File: config.mk
export PLATFORM = sky130hd
export DESIGN_NAME = nmea_sentence_deframer_flat
export DESIGN_NICKNAME = d
export VERILOG_FILES = /design/src/rtl/nsd_pkg.sv /design/src/rtl/nsd_in_if.sv /design/src/rtl/nsd_out_if.sv /design/src/rtl/nmea_sentence_deframer.sv /design/src/rtl/nsd_core.sv /design/src/rtl/nsd_out_stage.sv /design/src/flat_wrapper.sv
export SDC_FILE = /design/constraint.sdc
export NUM_CORES = 1
export LEC_CHECK = 0
export BUFFER_PORTS_ARGS = -buffer_cell sky130_fd_sc_hd__clkbuf_2
export CAP_MARGIN = 20
export CORE_MARGIN = 2
export CORE_UTILIZATION = 55
export CTS_CLUSTER_DIAMETER = 150
export DETAILED_ROUTE_END_ITERATION = 12
export GPL_ROUTABILITY_DRIVEN = 0
export PLACE_DENSITY = 0.74
export SYNTH_ARGS = -nofsm -noshare
export SYNTH_HDL_FRONTEND = slang
export SYNTH_SLANG_ARGS = --single-unit
File: constraint.sdc
create_clock -name clk -period 9.5 [get_ports clk]
set_clock_uncertainty 0.05 [all_clocks]
set_input_delay 1.9 -clock clk [delete_from_list [all_inputs] [get_ports clk]]
set_output_delay 1.9 -clock clk [all_outputs]
set_load 0.03 [all_outputs]
File: src/rtl/nsd_pkg.sv
// ---------------------------------------------------------------------------
// nsd_pkg
// Shared types, character codes and helpers of the sentence deframer.
// ---------------------------------------------------------------------------
package nsd_pkg;

  localparam int BYTE_W = 8;
  localparam int EV_W   = 3;
  localparam int CNT_W  = 32;

  localparam logic [BYTE_W-1:0] CH_START = 8'h24;
  localparam logic [BYTE_W-1:0] CH_STAR  = 8'h2A;
  localparam logic [BYTE_W-1:0] CH_CR    = 8'h0D;
  localparam logic [BYTE_W-1:0] CH_LF    = 8'h0A;

  localparam logic [BYTE_W-1:0] MAX_PAYLOAD_RESET = 8'd200;

  typedef enum logic [5:0] {
    PH_HUNT = 6'b000001,
    PH_DATA = 6'b000010,
    PH_SUM1 = 6'b000100,
    PH_SUM2 = 6'b001000,
    PH_CR   = 6'b010000,
    PH_LF   = 6'b100000
  } phase_t;

  typedef enum logic [EV_W-1:0] {
    EV_NONE     = 3'd0,
    EV_PAYLOAD  = 3'd1,
    EV_GOOD     = 3'd2,
    EV_SUMBAD   = 3'd3,
    EV_FRAMEBAD = 3'd4,
    EV_OVERFLOW = 3'd5,
    EV_STRAY    = 3'd6
  } event_t;

  typedef struct packed {
    logic [EV_W-1:0]   event_res;
    logic [BYTE_W-1:0] payload_byte;
    logic [BYTE_W-1:0] payload_index;
    logic [BYTE_W-1:0] line_length;
    logic [BYTE_W-1:0] checksum_received;
    logic [BYTE_W-1:0] checksum_computed;
    logic [CNT_W-1:0]  good_line_count;
    logic [CNT_W-1:0]  error_count;
    logic [CNT_W-1:0]  stray_count;
  } result_t;

  // Bit 4 is set when the character is no hex digit; bits 3:0 hold its value.
  function automatic logic [4:0] hex_digit(input logic [BYTE_W-1:0] c);
    logic [4:0] d;
    d = 5'h10;
    if (c inside {[8'h30:8'h39]}) begin
      d = {1'b0, 4'(c - 8'h30)};
    end else if (c inside {[8'h41:8'h46]}) begin
      d = {1'b0, 4'(c - 8'h37)};
    end else if (c inside {[8'h61:8'h66]}) begin
      d = {1'b0, 4'(c - 8'h57)};
    end
    return d;
  endfunction

  function automatic logic [BYTE_W-1:0] decode_pair(input logic [BYTE_W-1:0] hi,
                                                   input logic [BYTE_W-1:0] lo);
    logic [4:0] a;
    logic [4:0] b;
    logic [BYTE_W-1:0] v;
    a = hex_digit(hi);
    b = hex_digit(lo);
    if (a[4]) begin
      v = '0;
    end else if (b[4]) begin
      v = {4'h0, a[3:0]};
    end else begin
      v = {a[3:0], b[3:0]};
    end
    return v;
  endfunction

endpackage

File: src/rtl/nsd_in_if.sv
// ---------------------------------------------------------------------------
// nsd_in_if
// Received byte channel with valid/ready handshake.
// ---------------------------------------------------------------------------
interface nsd_in_if
  import nsd_pkg::*;
();
  logic              valid;
  logic              ready;
  logic [BYTE_W-1:0] rx_byte;

  modport source (output valid, output rx_byte, input ready);
  modport sink (input valid, input rx_byte, output ready);
endinterface

File: src/rtl/nsd_out_if.sv
// ---------------------------------------------------------------------------
// nsd_out_if
// Deframer result channel with valid/ready handshake.
// ---------------------------------------------------------------------------
interface nsd_out_if
  import nsd_pkg::*;
();
  logic              valid;
  logic              ready;
  logic [EV_W-1:0]   event_res;
  logic [BYTE_W-1:0] payload_byte;
  logic [BYTE_W-1:0] payload_index;
  logic [BYTE_W-1:0] line_length;
  logic [BYTE_W-1:0] checksum_received;
  logic [BYTE_W-1:0] checksum_computed;
  logic [CNT_W-1:0]  good_line_count;
  logic [CNT_W-1:0]  error_count;
  logic [CNT_W-1:0]  stray_count;

  modport source (
    output valid, output event_res, output payload_byte, output payload_index,
    output line_length, output checksum_received, output checksum_computed,
    output good_line_count, output error_count, output stray_count,
    input ready
  );
  modport sink (
    input valid, input event_res, input payload_byte, input payload_index,
    input line_length, input checksum_received, input checksum_computed,
    input good_line_count, input error_count, input stray_count,
    output ready
  );
endinterface

File: src/rtl/nmea_sentence_deframer.sv
// ---------------------------------------------------------------------------
// nmea_sentence_deframer
// Sentence framing and XOR checksum check on a received byte stream.
// ---------------------------------------------------------------------------
// The block takes one byte per cycle while the result side keeps up and
// returns exactly one result per byte. A byte is held in an input register,
// decoded in one pass by the framing state machine and written to the
// result register, which offers it on the result channel. The max_payload
// register is to be written through cfg_we and cfg_wdata only while no byte
// is in flight; the block itself does not enforce this.
module nmea_sentence_deframer
  import nsd_pkg::*;
(
  input  logic              clk,
  input  logic              rst_n,
  nsd_in_if.sink            in_bus,
  nsd_out_if.source         out_bus,
  input  logic              cfg_we,
  input  logic [BYTE_W-1:0] cfg_wdata
);

  logic              s1_valid_r;
  logic [BYTE_W-1:0] s1_byte_r;
  logic              out_free;
  logic              advance;
  logic              in_fire;
  result_t           res;

  assign advance      = s1_valid_r && out_free;
  assign in_bus.ready = !s1_valid_r || out_free;
  assign in_fire      = in_bus.valid && in_bus.ready;

  always_ff @(posedge clk) begin
    if (!rst_n) begin
      s1_valid_r <= 1'b0;
    end else if (in_fire) begin
      s1_valid_r <= 1'b1;
    end else if (advance) begin
      s1_valid_r <= 1'b0;
    end
  end

  always_ff @(posedge clk) begin
    if (in_fire) begin
      s1_byte_r <= in_bus.rx_byte;
    end
  end

  nsd_core u_core (
    .clk       (clk),
    .rst_n     (rst_n),
    .advance   (advance),
    .rx_byte   (s1_byte_r),
    .cfg_we    (cfg_we),
    .cfg_wdata (cfg_wdata),
    .res       (res)
  );

  nsd_out_stage u_out (
    .clk     (clk),
    .rst_n   (rst_n),
    .load    (advance),
    .res     (res),
    .free    (out_free),
    .out_bus (out_bus)
  );

  // A waiting result is never overwritten.
  a_no_overwrite: assert property (@(posedge clk) disable iff (!rst_n)
    out_bus.valid && !out_bus.ready |-> !advance)
    else $error("result overwritten before transfer");

  // A good line always carries matching checksums.
  a_good_sum: assert property (@(posedge clk) disable iff (!rst_n)
    out_bus.valid && (out_bus.event_res == EV_GOOD)
      |-> out_bus.checksum_received == out_bus.checksum_computed)
    else $error("good line with checksum mismatch");

endmodule

File: src/rtl/nsd_core.sv
// ---------------------------------------------------------------------------
// nsd_core
// Framing state machine, checksum, counters and the max_payload register.
// ---------------------------------------------------------------------------
module nsd_core
  import nsd_pkg::*;
(
  input  logic              clk,
  input  logic              rst_n,
  input  logic              advance,
  input  logic [BYTE_W-1:0] rx_byte,
  input  logic              cfg_we,
  input  logic [BYTE_W-1:0] cfg_wdata,
  output result_t           res
);

  phase_t            phase_r, phase_nxt;
  logic [BYTE_W-1:0] max_payload_r;
  logic [BYTE_W-1:0] count_r, count_nxt;
  logic [BYTE_W-1:0] xor_r, xor_nxt;
  logic [BYTE_W-1:0] first_r, first_nxt;
  logic [BYTE_W-1:0] cksum_r, cksum_nxt;
  logic [CNT_W-1:0]  lines_r, lines_nxt;
  logic [CNT_W-1:0]  errors_r, errors_nxt;
  logic [CNT_W-1:0]  strays_r, strays_nxt;
  event_t            ev;
  logic [BYTE_W-1:0] pbyte;
  logic [BYTE_W-1:0] pidx;
  logic [BYTE_W-1:0] llen;

  always_comb begin
    phase_nxt  = phase_r;
    count_nxt  = count_r;
    xor_nxt    = xor_r;
    first_nxt  = first_r;
    cksum_nxt  = cksum_r;
    lines_nxt  = lines_r;
    errors_nxt = errors_r;
    strays_nxt = strays_r;
    ev         = EV_NONE;
    pbyte      = '0;
    pidx       = '0;
    llen       = '0;
    case (phase_r)
      PH_DATA: begin
        if (rx_byte == CH_STAR) begin
          phase_nxt = PH_SUM1;
        end else if (count_r >= max_payload_r) begin
          errors_nxt = errors_r + 1'b1;
          ev         = EV_OVERFLOW;
          phase_nxt  = PH_HUNT;
        end else begin
          ev        = EV_PAYLOAD;
          pbyte     = rx_byte;
          pidx      = count_r;
          xor_nxt   = xor_r ^ rx_byte;
          count_nxt = count_r + 1'b1;
        end
      end
      PH_SUM1: begin
        first_nxt = rx_byte;
        phase_nxt = PH_SUM2;
      end
      PH_SUM2: begin
        cksum_nxt = decode_pair(first_r, rx_byte);
        if (cksum_nxt == xor_r) begin
          phase_nxt = PH_CR;
        end else begin
          errors_nxt = errors_r + 1'b1;
          ev         = EV_SUMBAD;
          phase_nxt  = PH_HUNT;
        end
      end
      PH_CR: begin
        if (rx_byte == CH_CR) begin
          phase_nxt = PH_LF;
        end else begin
          errors_nxt = errors_r + 1'b1;
          ev         = EV_FRAMEBAD;
          phase_nxt  = PH_HUNT;
        end
      end
      PH_LF: begin
        if (rx_byte == CH_LF) begin
          lines_nxt = lines_r + 1'b1;
          ev        = EV_GOOD;
          llen      = count_r;
        end else begin
          errors_nxt = errors_r + 1'b1;
          ev         = EV_FRAMEBAD;
        end
        phase_nxt = PH_HUNT;
      end
      default: begin
        if (rx_byte == CH_START) begin
          count_nxt = '0;
          xor_nxt   = '0;
          phase_nxt = PH_DATA;
        end else begin
          strays_nxt = strays_r + 1'b1;
          ev         = EV_STRAY;
          phase_nxt  = PH_HUNT;
        end
      end
    endcase

    res.event_res         = ev;
    res.payload_byte      = pbyte;
    res.payload_index     = pidx;
    res.line_length       = llen;
    res.checksum_received = cksum_nxt;
    res.checksum_computed = xor_nxt;
    res.good_line_count   = lines_nxt;
    res.error_count       = errors_nxt;
    res.stray_count       = strays_nxt;
  end

  always_ff @(posedge clk) begin
    if (!rst_n) begin
      phase_r       <= PH_HUNT;
      max_payload_r <= MAX_PAYLOAD_RESET;
      count_r       <= '0;
      xor_r         <= '0;
      first_r       <= '0;
      cksum_r       <= '0;
      lines_r       <= '0;
      errors_r      <= '0;
      strays_r      <= '0;
    end else begin
      if (cfg_we) begin
        max_payload_r <= cfg_wdata;
      end
      if (advance) begin
        phase_r  <= phase_nxt;
        count_r  <= count_nxt;
        xor_r    <= xor_nxt;
        first_r  <= first_nxt;
        cksum_r  <= cksum_nxt;
        lines_r  <= lines_nxt;
        errors_r <= errors_nxt;
        strays_r <= strays_nxt;
      end
    end
  end

  // Each byte adds at most one error.
  a_err_step: assert property (@(posedge clk) disable iff (!rst_n)
    advance |=> (errors_r == $past(errors_r)) || (errors_r == $past(errors_r) + 32'd1))
    else $error("error counter moved by more than one");

  // The line state only changes when a byte is consumed.
  a_hold: assert property (@(posedge clk) disable iff (!rst_n)
    !advance |=> $stable(phase_r) && $stable(count_r) && $stable(xor_r))
    else $error("line state changed without a byte");

endmodule

File: src/rtl/nsd_out_stage.sv
// ---------------------------------------------------------------------------
// nsd_out_stage
// Result register that drives the output channel.
// ---------------------------------------------------------------------------
module nsd_out_stage
  import nsd_pkg::*;
(
  input  logic    clk,
  input  logic    rst_n,
  input  logic    load,
  input  result_t res,
  output logic    free,
  nsd_out_if.source out_bus
);

  logic    valid_r;
  result_t data_r;

  assign free = !valid_r || out_bus.ready;

  always_ff @(posedge clk) begin
    if (!rst_n) begin
      valid_r <= 1'b0;
    end else if (load) begin
      valid_r <= 1'b1;
    end else if (out_bus.ready) begin
      valid_r <= 1'b0;
    end
  end

  always_ff @(posedge clk) begin
    if (load) begin
      data_r <= res;
    end
  end

  assign out_bus.valid             = valid_r;
  assign out_bus.event_res         = data_r.event_res;
  assign out_bus.payload_byte      = data_r.payload_byte;
  assign out_bus.payload_index     = data_r.payload_index;
  assign out_bus.line_length       = data_r.line_length;
  assign out_bus.checksum_received = data_r.checksum_received;
  assign out_bus.checksum_computed = data_r.checksum_computed;
  assign out_bus.good_line_count   = data_r.good_line_count;
  assign out_bus.error_count       = data_r.error_count;
  assign out_bus.stray_count       = data_r.stray_count;

endmodule

File: src/flat_wrapper.sv
// flat-port wrapper written by rule: the top's interface ports become plain ports
module nmea_sentence_deframer_flat import nsd_pkg::*;
  (clk, rst_n, cfg_we, cfg_wdata, in_bus_valid, in_bus_rx_byte, in_bus_ready, out_bus_valid, out_bus_event_res, out_bus_payload_byte, out_bus_payload_index, out_bus_line_length, out_bus_checksum_received, out_bus_checksum_computed, out_bus_good_line_count, out_bus_error_count, out_bus_stray_count, out_bus_ready);
  nsd_in_if in_bus_i ();
  nsd_out_if out_bus_i ();
  input  logic clk;
  input  logic rst_n;
  input  logic cfg_we;
  input  logic [BYTE_W-1:0] cfg_wdata;
  input wire logic [$bits(in_bus_i.valid)-1:0] in_bus_valid;
  input wire logic [$bits(in_bus_i.rx_byte)-1:0] in_bus_rx_byte;
  output wire logic [$bits(in_bus_i.ready)-1:0] in_bus_ready;
  output wire logic [$bits(out_bus_i.valid)-1:0] out_bus_valid;
  output wire logic [$bits(out_bus_i.event_res)-1:0] out_bus_event_res;
  output wire logic [$bits(out_bus_i.payload_byte)-1:0] out_bus_payload_byte;
  output wire logic [$bits(out_bus_i.payload_index)-1:0] out_bus_payload_index;
  output wire logic [$bits(out_bus_i.line_length)-1:0] out_bus_line_length;
  output wire logic [$bits(out_bus_i.checksum_received)-1:0] out_bus_checksum_received;
  output wire logic [$bits(out_bus_i.checksum_computed)-1:0] out_bus_checksum_computed;
  output wire logic [$bits(out_bus_i.good_line_count)-1:0] out_bus_good_line_count;
  output wire logic [$bits(out_bus_i.error_count)-1:0] out_bus_error_count;
  output wire logic [$bits(out_bus_i.stray_count)-1:0] out_bus_stray_count;
  input wire logic [$bits(out_bus_i.ready)-1:0] out_bus_ready;
  assign in_bus_i.valid = in_bus_valid;
  assign in_bus_i.rx_byte = in_bus_rx_byte;
  assign in_bus_ready = in_bus_i.ready;
  assign out_bus_valid = out_bus_i.valid;
  assign out_bus_event_res = out_bus_i.event_res;
  assign out_bus_payload_byte = out_bus_i.payload_byte;
  assign out_bus_payload_index = out_bus_i.payload_index;
  assign out_bus_line_length = out_bus_i.line_length;
  assign out_bus_checksum_received = out_bus_i.checksum_received;
  assign out_bus_checksum_computed = out_bus_i.checksum_computed;
  assign out_bus_good_line_count = out_bus_i.good_line_count;
  assign out_bus_error_count = out_bus_i.error_count;
  assign out_bus_stray_count = out_bus_i.stray_count;
  assign out_bus_i.ready = out_bus_ready;
  nmea_sentence_deframer u_core (.clk(clk), .rst_n(rst_n), .in_bus(in_bus_i), .out_bus(out_bus_i), .cfg_we(cfg_we), .cfg_wdata(cfg_wdata));
endmodule
==> flow_metrics.py, run 1 <==
metrics = {
    "status": {
        "status": "complete, no violations",
    },
    "floorplan": {
        "fp-row-count": 58,
        "coreArea_um2": 25000,
        "dieArea_um2": 26600,
        "start_util_pct": 55.7,
        "chipHeight_um": 163,
        "ios": 162,
        "die_w_um": 163,
    },
    "synth": {
        "ys_seq_elements": 291,
        "syn-instance-count": 1384,
        "syn_nets": 1424,
        "ys_warn_count": 0,
        "yosysMostFrequentCell": "nor2_1",
        "yosysTopAreaCell": "edfxtp_1",
        "ys_seq_area_share_pct": 52.5,
        "synth_edf_count": 147,
        "synth_cell_type_count": 70,
        "ys_async_sr_fraction_pct": 0,
        "syn_area_um2": 13900,
        "ys.flop_type": "edfxtp_1",
        "synthTopCellsByArea": "edfxtp_1 (32%), dfxtp_1 (21%), xor2_1 (5.9%)",
        "synth.cells.most_frequent": "nor2_1 (158), edfxtp_1 (147), dfxtp_1 (144)",
        "syn_area_per_cell_um2": 10.0,
        "yosys.area.top_type_share_pct": 31.8,
    },
    "place": {
        "dp_slack_ns": 4.17,
        "place_inst": 1809,
        "dp_hpwl_um": 19500,
        "portBuffers": 161,
    },
    "timing": {
        "final_max_slew_viol_count": 0,
        "max_freq_ghz": 0.210,
        "slew_headroom_pct": 33.0,
        "setup_tns_ns": 0,
        "period_minus_slack_ns": 4.77,
        "rsz0062_at_grt": "false",
        "worst_pin_slew_ns": 1.00,
        "setup_ws_ns": 4.73,
        "fin_crit_sh_pct": 50.2,
        "finalHoldViolCount": 0,
        "setup_viol": 0,
    },
    "power_and_ir_drop": {
        "p_leak_uw": 0.00595,
        "irDropWorstVdd_v": 0.000140,
        "powerDensity_nw_per_um2": 165,
    },
    "final_layout": {
        "antenna_cells": 0,
        "nNetsFinal": 1551,
        "seqCellArea_um2": 7300,
        "fillers": 2101,
        "drive_gt1_share_pct": 15.7,
        "multi_input_area_um2": 6160,
        "finalNonFillerCells": 1862,
        "areaGrowthSynthToFinish_pct": 13.8,
    },
    "drt": {
        "drc": 0,
        "drt-total-wl_um": 29300,
        "num_vias": 10500,
        "drt_pass1_iterations": 5,
        "post_drt_wl_per_cell_um": 15.8,
        "ant_nets": 0,
        "first_iter_violations": 714,
        "vias_per_cell": 5.64,
    },
    "cts": {
        "clock_latency_ns": 0.54,
        "cts_root_buffer": "clkbuf_16",
        "clk_pin_slew_worst_paths_ns": 0.06,
        "cts_num_sinks": 291,
        "cts_setup_buffers": 0,
        "cts_tree": "built",
        "cts_buffers": 29,
        "h-tree-depth": 1,
        "hold_buffers": 0,
        "cts.path.max_buffers": 3,
        "cts-resized-gates": 0,
    },
    "critical_path": {
        "worstPathCellList": "clkbuf_2 -> nor2b_1 -> nand2b_2 -> buf_4 -> inv_6 -> buf_4 -> nand2_1 -> o21ai_1 -> nor2_1",
        "worst_path_most_repeated_cell": "buf_4",
        "startpoint_type": "input port",
        "crit_buf_inv": 4,
        "worstSetupEndpointType": "register",
        "slowest_delay_ns": 0.88,
        "path_class": "in -> reg",
        "critPathRequiredTime_ns": 9.86,
        "critPathMaxFanout": 107,
        "cp.arrival_ns": 5.13,
        "critical_path.top_delay_family": "buffers and inverters",
        "slowest_stage": "buf_4",
    },
    "grt": {
        "first_global_vias": 9550,
        "grt_use_met3_pct": 3.00,
        "antenna_found_initial": 0,
        "met2_usage_pct": 35.0,
        "grt_start_max_net_pins": 108,
        "grt-busiest-layer": "met2",
        "overflow": 0,
        "grt_pass1_wl_um": 47700,
        "grt_use_met1_pct": 31.7,
        "grt_usage_pct": 22.0,
    },
    "flow_run": {
        "drv_cap": 0,
    },
    "worst_hold_path": {
        "hold_class": "reg -> reg",
    },
}
## cell usage in the layout (no fill, tap or decap), types with 6 or more instances in the layout
cell type and count:
nand3_1 43, nand2_1 124, o31ai_1 27, xor2_1 94, a21oi_1 64, nand4_1 28
or3_1 22, xnor2_1 65, clkinv_2 6, buf_4 7, and3_1 24, dfxtp_1 144
ha_1 19, mux2_2 8, a31oi_1 8, and2_1 24, nor2_1 158, nor3_1 62
edfxtp_1 147, nor4_2 6, nand2b_1 12, clkbuf_16 29, or4_1 25, a211oi_1 7
mux2i_1 29, nor4_1 14, inv_1 34, o21ai_0 31, clkbuf_2 161
## report_power, final
part / internal (µW) / leakage [µW] / switching [µW]
sequential: 1350 / 0.00248 / 16.1
clock: 635 / 0.000445 / 467
combinational: 32.0 / 0.00303 / 111
total: 2020 / 0.00595 / 594
## kinds of logic after synthesis
group	count (synthesis)	synth area share (%)
and+or+nand+nor	588	21.7
DFF	291	52.5
AOI/OAI and AO/OA	181	8.19
xor gates and xnor gates	159	10.0
buffers and inverters	109	3.17
muxes	37	2.74
adders and majority gates	19	1.71
## worst register-to-register path, stage by stage (launching register included)
cell and delay (ns):
edfxtp_1 0.53, inv_1 0.16, ha_1 0.22, inv_1 0.07
o311ai_0 0.56, a221oi_1 0.24, a211oi_1 0.42, xnor2_1 0.17
nand3_1 0.18, and4bb_4 1.01, nor2_1 0.22, mux2_2 0.32
## layer usage
layer | vias up | share of wire [%]
li1 | 5193 | -
met1 | 4990 | 46
met2 | 264 | 46
met3 | 46 | 5.4
met4 | 0 | 2.1
met5 | - | 0
## metrics by stage
stage	total power, µW	hold slack (ns)	cell area [µm²]	util [%]
detailed placement	1540	0.397	14900	59.6
global route	2700	0.416	15800	63.3
global placement	1540	0.390	14900	59.6
finish	2610	0.404	15800	63.3
CTS	2640	0.405	15800	63.2
floorplan	1500	0.383	13900	-
## state kept, by name, indices dropped and copies added (netlist names), 3 cells and up
name / flops
u_core.s1_byte_r: 8
u_core.u_core.cksum_r: 8
u_core.u_core.count_r: 8
u_core.u_core.errors_r: 32
u_core.u_core.first_r: 8
u_core.u_core.lines_r: 32
u_core.u_core.max_payload_r: 8
u_core.u_core.phase_r: 6
u_core.u_core.strays_r: 32
u_core.u_core.xor_r: 8
u_core.u_out.out_bus.checksum_computed: 8
u_core.u_out.out_bus.checksum_received: 8
u_core.u_out.out_bus.error_count: 32
u_core.u_out.out_bus.event_res: 3
u_core.u_out.out_bus.good_line_count: 32
u_core.u_out.out_bus.line_length: 8
u_core.u_out.out_bus.payload_byte: 8
u_core.u_out.out_bus.payload_index: 8
u_core.u_out.out_bus.stray_count: 32
## cell type report
| class | count | area share (%) |
|---|---|---|
| Clock buffer | 37 | 4.97 |
| Clock inverter | 15 | 0.807 |
| Inverter | 36 | 0.894 |
| Multi-Input combinational cell | 984 | 39.0 |
| Sequential cell | 291 | 46.1 |
| Tap cell | 330 | 2.61 |
| Timing Repair Buffer | 169 | 5.60 |
## final timing paths
path	from	cells past startpoint	slack (ns)	endpoint
setup / recovery	out_bus_ready	9	4.73	u_core.u_core.count_r[2]
hold / removal	u_core.u_core.cksum_r[1]	2	0.40	u_core.u_core.cksum_r[1]
hold reg to reg	u_core.u_core.cksum_r[1]	2	0.40	u_core.u_core.cksum_r[1]
setup reg to reg	u_core.s1_byte_r[0]	11	5.10	u_core.u_out.out_bus.error_count[1]
Note: power is estimated with default switching activity, not from simulation.
==> run 2: changes to the inputs <==
- CORE_UTILIZATION: 55 -> 53
- clock period: 9.5 -> 4.36 ns (I/O delays scaled with it)
==> run 2 against run 1 <==
  * First-iteration DRC count increased by 12%
  * Register-to-register slack got worse by 4.7 ns
  * Worst hold slack improved by 0.012 ns
  * Power increased by 130%
  * Critical path depth increased by 3
  * Wire length increased by 5.9%
  * Count of clock-buffer cells in the layout increased by 2
  * Clock power increased by 150%
  * Highest routed layer unchanged
  * Flip-flop and latch count unchanged
==> flow_metrics.py, run 2 (synthesis results as in run 1) <==
metrics = {
    "drt": {
        "first_iter_violations": 800,
        "post_drt_wl_per_cell_um": 16.5,
        "vias_per_cell": 5.72,
        "num_vias": 10800,
        "drt_pass1_iterations": 5,
        "ant_nets": 0,
        "drc": 0,
        "drt-total-wl_um": 31100,
    },
    "critical_path": {
        "critPathMaxFanout": 42,
        "worstSetupEndpointType": "register",
        "slowest_delay_ns": 0.55,
        "critPathRequiredTime_ns": 4.79,
        "cp.arrival_ns": 4.41,
        "startpoint_type": "register",
        "crit_buf_inv": 2,
        "worstPathCellList": "inv_1 -> ha_1 -> o21bai_1 -> a21oi_2 -> mux2i_1 -> xnor2_1 -> nor4b_1 -> a211oi_1 -> and4bb_4 -> buf_4 -> or4_1 -> a21oi_1",
        "slowest_stage": "a211oi_1",
        "critical_path.top_delay_family": "compound AO/OA/AOI/OAI gates",
        "path_class": "reg -> reg",
        "reg2reg_slack_ns": 0.38,
    },
    "floorplan": {
        "ios": 162,
        "fp-row-count": 59,
        "coreArea_um2": 25900,
        "die_w_um": 166,
        "dieArea_um2": 27500,
        "chipHeight_um": 166,
        "start_util_pct": 53.6,
    },
    "final_layout": {
        "final_common_cell": "clkbuf_2",
        "design_area_um2": 16100,
        "multi_input_area_um2": 6170,
        "antenna_cells": 0,
        "fillers": 2173,
        "drive_gt1_share_pct": 17.3,
        "nNetsFinal": 1569,
        "mostFrequentLayoutCells": "clkbuf_2 (161), nor2_1 (158), edfxtp_1 (147)",
        "areaGrowthSynthToFinish_pct": 15.8,
        "seqCellArea_um2": 7300,
    },
    "status": {
        "status": "complete, no violations",
    },
    "power_and_ir_drop": {
        "finalPower_uw": 6030,
        "irDropWorstVdd_v": 0.000388,
        "powerDensity_nw_per_um2": 375,
        "p_leak_uw": 0.00611,
    },
    "timing": {
        "slew_headroom_pct": 38.5,
        "finalHoldViolCount": 0,
        "worst_pin_slew_ns": 0.914,
        "setup_tns_ns": 0,
        "rsz0062_at_grt": "false",
        "period_minus_slack_ns": 3.98,
        "fin_crit_sh_pct": 91.4,
        "setup_ws_ns": 0.376,
        "setup_viol": 0,
        "final_max_slew_viol_count": 0,
        "max_freq_ghz": 0.251,
    },
    "flow_run": {
        "drv_cap": 0,
    },
    "place": {
        "portBuffers": 161,
        "dp_slack_ns": 0.280,
        "placed_area_um2": 15000,
        "dp_hpwl_um": 21100,
    },
    "grt": {
        "antenna_found_initial": 0,
        "grt_start_max_net_pins": 51,
        "overflow": 0,
        "grt_pass1_wl_um": 51200,
        "first_global_vias": 10100,
        "grt_usage_pct": 22.1,
    },
    "cts": {
        "cts_buffers": 30,
        "cts_num_sinks": 291,
        "cts_root_buffer": "clkbuf_16",
        "h-tree-depth": 1,
        "cts-resized-gates": 0,
        "cts_tree": "built",
        "clk_pin_slew_worst_paths_ns": 0.07,
        "cts_setup_buffers": 0,
        "hold_buffers": 0,
        "cts.path.max_buffers": 3,
        "clock_latency_ns": 0.56,
    },
    "worst_hold_path": {
        "hold_class": "reg -> reg",
    },
}
[run 2: changes by cell type in the layout (fill, tap and decap cells not counted), moves of 2 or more]
cell and delta:
buf_4 +17, clkinv_1 -5, clkinv_2 +5, bufinv_16 +3, clkbuf_16 +2
[run 2: stage by stage]
stage,instances,hold WS (ns),utilization (%)
2_1_floorplan,1384,0.383,-
3_3_place_gp,1832,0.394,58.0
3_5_place_dp,1832,0.407,58.0
4_1_cts,1888,0.416,62.1
5_1_grt,1888,0.418,62.1
6_report,1888,0.416,62.1
[run 2: tightest hold or removal path, delay by kind of cell, from the launching register on]
kind	cells	cell delay, ns
AO/OA/AOI/OAI	1	0.05
flip-flops	1	0.31
AND/OR/NAND/NOR	1	0.06
[run 2: path summary, 6_finish.rpt]
kind | cells past startpoint | from | to
max reg2reg | 12 | u_core.u_core.first_r[0] | u_core.u_core.errors_r[14]
min | 2 | u_core.u_core.cksum_r[4] | u_core.u_core.cksum_r[4]
min reg2reg | 2 | u_core.u_core.cksum_r[4] | u_core.u_core.cksum_r[4]
max | 12 | u_core.u_core.first_r[0] | u_core.u_core.errors_r[14]
[run 2: layer usage]
metal / global-route usage, % / part of all wire, % / vias to the layer above
met1: 30.4 / 44 / 5158
met3: 3.36 / 6.2 / 56
met2: 36.3 / 47 / 333
met5: 0 / 0 / -
met4: 6.77 / 2.5 / 0
li1: - / - / 5253
[run 2: final cells by class]
cell class                      instances  area share (%)
Sequential cell                       291            45.3
Tap cell                              335            2.60
Multi-Input combinational cell        984            38.3
Clock buffer                           39            5.25
Clock inverter                         17            1.34
Timing Repair Buffer                  186            6.25
Inverter                               36           0.878
[run 2: power by group]
part	total [µW]	internal, µW	switching, µW	leakage, µW
registers	2980	2940	33.9	0.00248
logic	323	73.2	250	0.00310
clock network	2730	1660	1070	0.000530
